### config.mk
export PLATFORM = sky130hd
export DESIGN_NAME = quadrature_detent_counter
export DESIGN_NICKNAME = d
export VERILOG_FILES = /design/src/sv/qdc_pkg.sv /design/src/sv/qdc_divider.sv /design/src/sv/quadrature_detent_counter.sv
export SDC_FILE = /design/constraint.sdc
export NUM_CORES = 1
export LEC_CHECK = 0
export BUFFER_PORTS_ARGS = -buffer_cell sky130_fd_sc_hd__buf_2
export CORE_MARGIN = 1
export CORE_UTILIZATION = 56
export CTS_CLUSTER_SIZE = 16
export DETAILED_ROUTE_END_ITERATION = 7
export PLACE_DENSITY = 0.78
export SYNTH_ARGS = -nofsm -noshare
export SYNTH_HDL_FRONTEND = slang
export SYNTH_HIERARCHICAL = 1
export SYNTH_SLANG_ARGS = --single-unit
export TNS_END_PERCENT = 5
### constraint.sdc
create_clock -name clk_i -period 4.21 [get_ports clk_i]
set_input_delay 0 -clock clk_i [delete_from_list [all_inputs] [get_ports clk_i]]
set_output_delay 0 -clock clk_i [all_outputs]
set_load 0.005 [all_outputs]
### src/sv/qdc_pkg.sv
`default_nettype none

package qdc_pkg;

  // Widths fixed by the word format
  localparam int unsigned OutW         = 32;
  localparam int unsigned SpdW         = 5;
  localparam int unsigned RemW         = 5;
  localparam int unsigned CountWidthDef = 32;

  localparam logic [SpdW-1:0] SpdReset = 5'd4;
  localparam logic [SpdW-1:0] SpdMin   = 5'd1;
  localparam logic [SpdW-1:0] SpdMax   = 5'd16;

  typedef enum logic [1:0] {
    OP_SAMPLE  = 2'd0,
    OP_TAKE    = 2'd1,
    OP_DISCARD = 2'd2,
    OP_PRIME   = 2'd3
  } opcode_e;

  typedef enum logic [1:0] {
    STEP_NONE = 2'd0,
    STEP_UP   = 2'd1,
    STEP_DOWN = 2'd2
  } step_e;

  // Previous AB pair in [3:2], current in [1:0]; double transitions count as none
  function automatic step_e step_decode(input logic [3:0] hist);
    step_e s;
    unique case (hist)
      4'h1, 4'h7, 4'h8, 4'hE: s = STEP_DOWN;
      4'h2, 4'h4, 4'hB, 4'hD: s = STEP_UP;
      default:                s = STEP_NONE;
    endcase
    return s;
  endfunction

endpackage

`default_nettype wire

### src/sv/qdc_divider.sv
`default_nettype none

module qdc_divider #(
  parameter int unsigned DividendW = 33
) (
  input  wire logic                       clk_i,
  input  wire logic                       rst_ni,
  input  wire logic                       start_i,
  input  wire logic [DividendW-1:0]       dividend_i,
  input  wire logic [qdc_pkg::SpdW-1:0]   divisor_i,
  output logic                            busy_o,
  output logic [DividendW-1:0]            quotient_o,
  output logic [qdc_pkg::SpdW-2:0]        remainder_o
);
  import qdc_pkg::*;

  localparam int unsigned CntW = $clog2(DividendW + 1);
  localparam logic [CntW-1:0] CntLoad = CntW'(DividendW);
  localparam logic [CntW-1:0] CntOne  = CntW'(1);

  logic                 busy_q, busy_d;
  logic [CntW-1:0]      cnt_q, cnt_d;
  logic [DividendW-1:0] work_q, work_d;
  logic [SpdW-2:0]      rem_q, rem_d;
  logic [SpdW-1:0]      trial;
  logic [SpdW-1:0]      diff;
  logic                 fits;

  // One restoring step: shift in the next dividend bit, subtract if it fits
  assign trial = {rem_q, work_q[DividendW-1]};
  assign fits  = (trial >= divisor_i);
  assign diff  = trial - divisor_i;

  always_comb begin
    busy_d = busy_q;
    cnt_d  = cnt_q;
    work_d = work_q;
    rem_d  = rem_q;
    if (start_i) begin
      busy_d = 1'b1;
      cnt_d  = CntLoad;
      work_d = dividend_i;
      rem_d  = '0;
    end else if (busy_q) begin
      work_d = {work_q[DividendW-2:0], fits};
      rem_d  = fits ? diff[SpdW-2:0] : trial[SpdW-2:0];
      cnt_d  = cnt_q - CntOne;
      if (cnt_q == CntOne) begin
        busy_d = 1'b0;
      end
    end
  end

  always_ff @(posedge clk_i or negedge rst_ni) begin
    if (!rst_ni) begin
      busy_q <= 1'b0;
      cnt_q  <= '0;
    end else begin
      busy_q <= busy_d;
      cnt_q  <= cnt_d;
    end
  end

  always_ff @(posedge clk_i) begin
    work_q <= work_d;
    rem_q  <= rem_d;
  end

  assign busy_o      = busy_q;
  assign quotient_o  = work_q;
  assign remainder_o = rem_q;

endmodule

`default_nettype wire

### src/sv/quadrature_detent_counter.sv
// Channel  Dir  Handshake                 Word
// in       in   in_valid_i / in_ready_o   opcode_i, line_a_i, line_b_i
// out      out  out_valid_o / out_ready_i detents_o, pending_steps_o
// cfg      in   cfg_valid_i / cfg_ready_o cfg_steps_per_detent_i
//
// Sample, discard and prime words complete on acceptance; the result register
// loads at the accepting edge and the next word may enter in the next cycle.
// A take word runs a radix-2 restoring divide, one quotient bit per cycle
// over COUNT_WIDTH + 1 bits, so the input side is held until the divide
// finishes and the result register is free to take its result.
// A stalled result holds in the output register; input is taken only while
// that register is empty or being drained. Reset clears all counts and
// history and loads steps_per_detent with 4. The cfg port is always ready.
`default_nettype none

module quadrature_detent_counter #(
  parameter int unsigned COUNT_WIDTH = qdc_pkg::CountWidthDef
) (
  input  wire logic                       clk_i,
  input  wire logic                       rst_ni,
  // Input words
  input  wire logic                       in_valid_i,
  output logic                            in_ready_o,
  input  wire logic [1:0]                 opcode_i,
  input  wire logic                       line_a_i,
  input  wire logic                       line_b_i,
  // Result words
  output logic                            out_valid_o,
  input  wire logic                       out_ready_i,
  output logic signed [qdc_pkg::OutW-1:0] detents_o,
  output logic signed [qdc_pkg::OutW-1:0] pending_steps_o,
  // Configuration
  input  wire logic                       cfg_valid_i,
  output logic                            cfg_ready_o,
  input  wire logic [qdc_pkg::SpdW-1:0]   cfg_steps_per_detent_i
);
  import qdc_pkg::*;

  localparam int unsigned SumW = COUNT_WIDTH + 1;

  localparam logic signed [COUNT_WIDTH-1:0] CntMax  = {1'b0, {(COUNT_WIDTH-1){1'b1}}};
  localparam logic signed [COUNT_WIDTH-1:0] CntMin  = {1'b1, {(COUNT_WIDTH-1){1'b0}}};
  localparam logic signed [COUNT_WIDTH-1:0] CntOne  = {{(COUNT_WIDTH-1){1'b0}}, 1'b1};
  localparam logic signed [RemW-1:0]        RemLow  = {1'b1, {(RemW-1){1'b0}}};

  // Sequencer codes
  localparam logic ST_IDLE = 1'b0;
  localparam logic ST_DIV  = 1'b1;

  logic                            state_q, state_d;
  logic [3:0]                      hist_q, hist_d;
  logic signed [COUNT_WIDTH-1:0]   count_q, count_d;
  logic signed [RemW-1:0]          rem_q, rem_d;
  logic [SpdW-1:0]                 spd_q;
  logic                            neg_q;
  logic                            out_valid_q, out_valid_d;
  logic signed [OutW-1:0]          detents_q, detents_d;
  logic signed [OutW-1:0]          pending_q, pending_d;

  logic                            out_free;
  logic                            accept;
  logic                            div_start;
  logic                            div_busy;
  logic                            finish;
  logic [3:0]                      sample_hist;
  step_e                           step;
  logic signed [COUNT_WIDTH-1:0]   count_step;
  logic signed [SumW-1:0]          sum;
  logic [SumW-1:0]                 sum_mag;
  logic [SpdW-1:0]                 divisor;
  logic [SumW-1:0]                 quot_mag;
  logic [SpdW-2:0]                 rem_mag;
  logic signed [SumW-1:0]          quot;
  logic signed [COUNT_WIDTH-1:0]   quot_sat;
  logic signed [RemW-1:0]          rem_fix;

  assign out_free   = !out_valid_q || out_ready_i;
  assign in_ready_o = (state_q == ST_IDLE) && out_free;
  assign accept     = in_valid_i && in_ready_o;
  assign div_start  = accept && (opcode_i == OP_TAKE);
  assign finish     = (state_q == ST_DIV) && !div_busy && out_free;

  // Sample path: shift the new AB pair into the history and apply the step
  assign sample_hist = {hist_q[1:0], line_a_i, line_b_i};
  assign step        = step_decode(sample_hist);

  always_comb begin
    count_step = count_q;
    unique case (step)
      STEP_UP:   if (count_q != CntMax) count_step = count_q + CntOne;
      STEP_DOWN: if (count_q != CntMin) count_step = count_q - CntOne;
      default:   count_step = count_q;
    endcase
  end

  // Take path: divide the magnitude of remainder + pending steps
  assign sum     = SumW'(count_q) + SumW'(rem_q);
  assign sum_mag = sum[SumW-1] ? SumW'(-sum) : SumW'(sum);

  // A zero divisor acts as one, anything above sixteen as sixteen
  always_comb begin
    if (spd_q < SpdMin) begin
      divisor = SpdMin;
    end else if (spd_q > SpdMax) begin
      divisor = SpdMax;
    end else begin
      divisor = spd_q;
    end
  end

  qdc_divider #(
    .DividendW (SumW)
  ) u_divider (
    .clk_i       (clk_i),
    .rst_ni      (rst_ni),
    .start_i     (div_start),
    .dividend_i  (sum_mag),
    .divisor_i   (divisor),
    .busy_o      (div_busy),
    .quotient_o  (quot_mag),
    .remainder_o (rem_mag)
  );

  // Restore signs: truncation toward zero gives remainder the sign of the sum
  assign quot    = neg_q ? -signed'(quot_mag) : signed'(quot_mag);
  assign rem_fix = neg_q ? -signed'({1'b0, rem_mag}) : signed'({1'b0, rem_mag});

  // Clamp the quotient when its top two bits disagree
  always_comb begin
    if (quot[SumW-1] == quot[COUNT_WIDTH-1]) begin
      quot_sat = quot[COUNT_WIDTH-1:0];
    end else if (quot[SumW-1]) begin
      quot_sat = CntMin;
    end else begin
      quot_sat = CntMax;
    end
  end

  always_comb begin
    state_d     = state_q;
    hist_d      = hist_q;
    count_d     = count_q;
    rem_d       = rem_q;
    out_valid_d = out_valid_q;
    detents_d   = detents_q;
    pending_d   = pending_q;

    if (out_ready_i) begin
      out_valid_d = 1'b0;
    end

    if (accept) begin
      unique case (opcode_i)
        OP_SAMPLE: begin
          hist_d  = sample_hist;
          count_d = count_step;
        end
        OP_TAKE: begin
          state_d = ST_DIV;
        end
        OP_DISCARD: begin
          count_d = '0;
          rem_d   = '0;
        end
        OP_PRIME: begin
          hist_d = {2'b00, line_a_i, line_b_i};
        end
        default: begin
          hist_d = hist_q;
        end
      endcase
      if (opcode_i != OP_TAKE) begin
        out_valid_d = 1'b1;
        detents_d   = '0;
        pending_d   = OutW'(count_d);
      end
    end

    if (finish) begin
      state_d     = ST_IDLE;
      count_d     = '0;
      rem_d       = rem_fix;
      out_valid_d = 1'b1;
      detents_d   = OutW'(quot_sat);
      pending_d   = '0;
    end
  end

  always_ff @(posedge clk_i or negedge rst_ni) begin
    if (!rst_ni) begin
      state_q     <= ST_IDLE;
      hist_q      <= '0;
      count_q     <= '0;
      rem_q       <= '0;
      spd_q       <= SpdReset;
      out_valid_q <= 1'b0;
    end else begin
      state_q     <= state_d;
      hist_q      <= hist_d;
      count_q     <= count_d;
      rem_q       <= rem_d;
      out_valid_q <= out_valid_d;
      if (cfg_valid_i && cfg_ready_o) begin
        spd_q <= cfg_steps_per_detent_i;
      end
    end
  end

  // Hold the sign of the sum for the whole divide
  always_ff @(posedge clk_i) begin
    detents_q <= detents_d;
    pending_q <= pending_d;
    if (div_start) begin
      neg_q <= sum[SumW-1];
    end
  end

  assign cfg_ready_o     = 1'b1;
  assign out_valid_o     = out_valid_q;
  assign detents_o       = detents_q;
  assign pending_steps_o = pending_q;

  // Input side must be closed while the divider runs
  a_busy_blocks_input: assert property (@(posedge clk_i) disable iff (!rst_ni)
    div_busy |-> !in_ready_o)
    else $error("input ready while divide in progress");

  // Remainder magnitude stays below sixteen
  a_rem_range: assert property (@(posedge clk_i) disable iff (!rst_ni)
    rem_q != RemLow)
    else $error("detent remainder out of range");

  // A finished divide always presents a result next cycle
  a_finish_result: assert property (@(posedge clk_i) disable iff (!rst_ni)
    finish |=> (out_valid_o && (state_q == ST_IDLE) && (pending_steps_o == '0)))
    else $error("take result not presented");

  // A take leaves the idle state and starts the divider together
  a_take_starts: assert property (@(posedge clk_i) disable iff (!rst_ni)
    div_start |=> (div_busy && (state_q == ST_DIV)))
    else $error("take did not start divide");

endmodule

`default_nettype wire
==> flow_metrics.py <==
metrics = {
    "timing": {
        "tns_ns": 0,
        "hold_slack_ns": 0.159,
        "tightest_slew_ns": 1.16,
        "fmax_mhz": 245,
        "hold_viol_final": 0,
        "timing.final.crit_share_pct": 97.1,
        "slew_viol_final": 0,
        "rsz0062_at_grt": "no",
        "layout_min_cycle_time_ns": 4.09,
        "finalWorstSetupSlack_ns": 0.121,
        "setup_viol": 0,
        "fin_skew_ns": 0.0163,
        "slew_headroom_pct": 22.8,
    },
    "setup_path": {
        "path_class": "register to register",
        "critical_path_arrival_ns": 4.28,
        "path_max_fanout": 7,
        "r2r_cells": 14,
        "required_ns": 4.41,
        "end_kind": "register",
        "start_kind": "register",
    },
    "clocking": {
        "cts-root-buf": "clkbuf_16",
        "clock_sinks": 155,
        "clk_pin_slew_ns": 0.08,
        "tritoncts": "done",
        "cts_buffers": 17,
        "cts_htree_levels": 4,
        "cts_max_path_buffers": 2,
        "insertion_delay_ns": 0.45,
    },
    "finish": {
        "fillers": 1671,
        "utilization_pct": 65.9,
        "design_area_mm2": 0.0135,
        "drive_gt1_share_pct": 18.7,
        "seq_area_mm2": 0.00403,
        "fin_nets": 1536,
        "layout_common_cells": "138 x o21ai_0, 119 x nand2_1, 82 x a21oi_1",
        "antenna_cells": 0,
        "multi_input_area_mm2": 0.00731,
        "mostFrequentLayoutCell": "o21ai_0",
        "area_growth_pct": 14.2,
        "layoutNonFillerInstCount": 1754,
    },
    "pwr": {
        "total_power_mw": 10.7,
        "p_per_area_mw_per_mm2": 793,
        "p_leak_nw": 5.54,
        "ir_drop_uv": 424,
    },
    "global_route": {
        "grt_overflow": 0,
        "antenna_found_initial": 1,
        "grt_use_met3_pct": 5.12,
        "grt_pass1_vias": 10500,
        "grt_pass1_wl_um": 54900,
        "grt.total_usage_pct": 31.7,
        "busiest_layer": "met2",
        "grt_use_met1_pct": 41.6,
        "grt_start_max_net_pins": 56,
        "grt_util_met2_pct": 52.5,
    },
    "detailed_routing": {
        "antenna_left": 0,
        "wl_per_cell_um": 19.2,
        "remaining_drc_errors": 0,
        "vias_per_cell": 6.38,
        "first_pass_iters": 6,
        "vias": 11200,
        "dr.first_iter.drc_count": 1077,
        "wirelength_um": 33600,
    },
    "synth": {
        "synth-simple-area-share_pct": 21.4,
        "synthMuxAreaShare_pct": 4.89,
        "syn_area_mm2": 0.0118,
        "synth_top_family_by_area": "compound AO/OA/AOI/OAI gates",
        "synthCells": 1377,
        "synth.distinct_cells": 102,
        "ys_seq_area_share_pct": 34.1,
        "async_flop_share_pct": 34.2,
        "synth_nets": 1442,
        "postSynthAreaPerCell_um2": 8.59,
        "yosys_warnings": 6,
        "synth-seq-cells": 155,
        "synth-xor-area-share_pct": 7.41,
        "synth-compound-area-share_pct": 22.2,
        "synth_adder_area_share_pct": 5.52,
        "synth_edf_count": 66,
        "ys.flop_type": "edfxtp_1",
    },
    "worst_hold_path": {
        "hold_class": "input pin to register",
        "holdPathStages": 5,
    },
    "place": {
        "dp_slack_ns": -0.0178,
        "port_buffers": 79,
        "finalWeightedCongestion": 0.994,
        "place_inst": 1704,
        "placed_area_mm2": 0.0127,
        "hpwl_um": 24200,
    },
    "run_status": {
        "run_status": "finished, final reports clean",
    },
    "floorplan": {
        "die_area_mm2": 0.0217,
        "die_height_um": 147,
        "die_w_um": 147,
        "ios": 81,
        "start_util_pct": 57.7,
        "placementRows": 52,
        "core_mm2": 0.0205,
    },
    "flow_run": {
        "drv_cap": 0,
    },
}
-- worst max-delay path, cell delays in order (launching register included) --
cell      delay (ns)
dfrtp_1         0.46
ha_1            0.21
inv_1           0.06
fa_1            0.40
nor2b_1         0.30
o31ai_2         0.16
a21oi_1         0.35
o21ai_0         0.19
a222oi_1        0.34
buf_4           0.18
and4_2          0.27
nand3_2         0.17
o21ai_0         0.29
xor2_1          0.14
mux2_2          0.29
-- path summary, 6_finish.rpt --
path	startpoint	to	slack (ns)
setup reg to reg	count_q[0]	u_divider/quotient_o[26]	0.12
hold reg to reg	pending_steps_o[24]	pending_steps_o[24]	0.46
hold / removal	opcode_i[1]	hist_q[0]	0.16
min in group asynchronous	rst_ni	hist_q[1]	0.24
setup / recovery	count_q[0]	u_divider/quotient_o[26]	0.12
max in group asynchronous	rst_ni	rem_q[4]	3.42
-- state kept, by name, indices dropped and copies added, names as in the netlist --
name,cells
count_q,32
detents_o,32
hist_q,2
neg_q,1
out_valid_o,1
pending_steps_o,32
rem_q,5
spd_q,5
state_q,1
u_divider/busy_o,1
u_divider/cnt_q,6
u_divider/quotient_o,33
u_divider/remainder_o,4
-- cell usage after synthesis, drive strengths merged (9+ instances only) --
library cell / n / area (um2)
mux2i: 9 / 90.1
or3: 19 / 123
xnor2: 44 / 385
o21ai: 142 / 726
inv: 37 / 139
dfrtp: 52 / 1300
nand2: 119 / 447
and3: 18 / 118
nand2b: 14 / 87.6
o21a: 9 / 75.1
buf: 19 / 108
o31ai: 19 / 153
xor2: 56 / 490
mux2: 43 / 488
nor4: 19 / 140
nor2: 80 / 300
ha: 49 / 613
clkbuf: 72 / 280
a21o: 15 / 114
a22oi: 10 / 75.1
a21oi: 85 / 433
a31oi: 13 / 81.3
dfxtp: 36 / 721
and2: 15 / 98.8
nor2b: 14 / 87.6
or4: 12 / 93.8
nand3: 76 / 385
edfxtp: 66 / 1980
nand4: 19 / 119
nor3: 43 / 225
a211oi: 19 / 153
-- cells by family (layout without fill, tap and decap cells) --
logic type      count (synthesis)  after routing
other cells                     1              1
flops                         155            155
buf+inv                       129            236
mux                            52             52
fa+ha+maj                      51             51
compound gates                405            405
simple gates                  484            484
xor+xnor                      100            100
-- power by group --
group          internal, mW  switching (mW)
Combinational          2.58            3.71
Sequential             2.30           0.574
Clock                 0.799           0.762
-- final cells by class --
class / instances / share of cell area (%)
inverter: 38 / 1.08
tap: 270 / 2.50
timing repair buffer: 165 / 7.97
clock inverter: 15 / 1.22
sequential: 155 / 29.9
multi-input combinational: 1093 / 54.2
clock buffer: 17 / 3.15
timing repair inverter: 1 / 0.0556
-- metal layers --
layer	up-vias	part of all wire, %
li1	5332	-
met4	0	2.8
met2	479	47
met5	-	0
met3	83	6.7
met1	5303	43
-- repair_timing --
item                                    in CTS  in global routing
resized for setup                            1                 10
setup buffers                                0                  3
hold buffers                                14                  0
endpoints found under the hold margin       60                  0
gates cloned                                 0                  1
endpoints found under the setup margin       1                 21
pin swaps                                    0                  2
(Power assumes the default switching activity.)
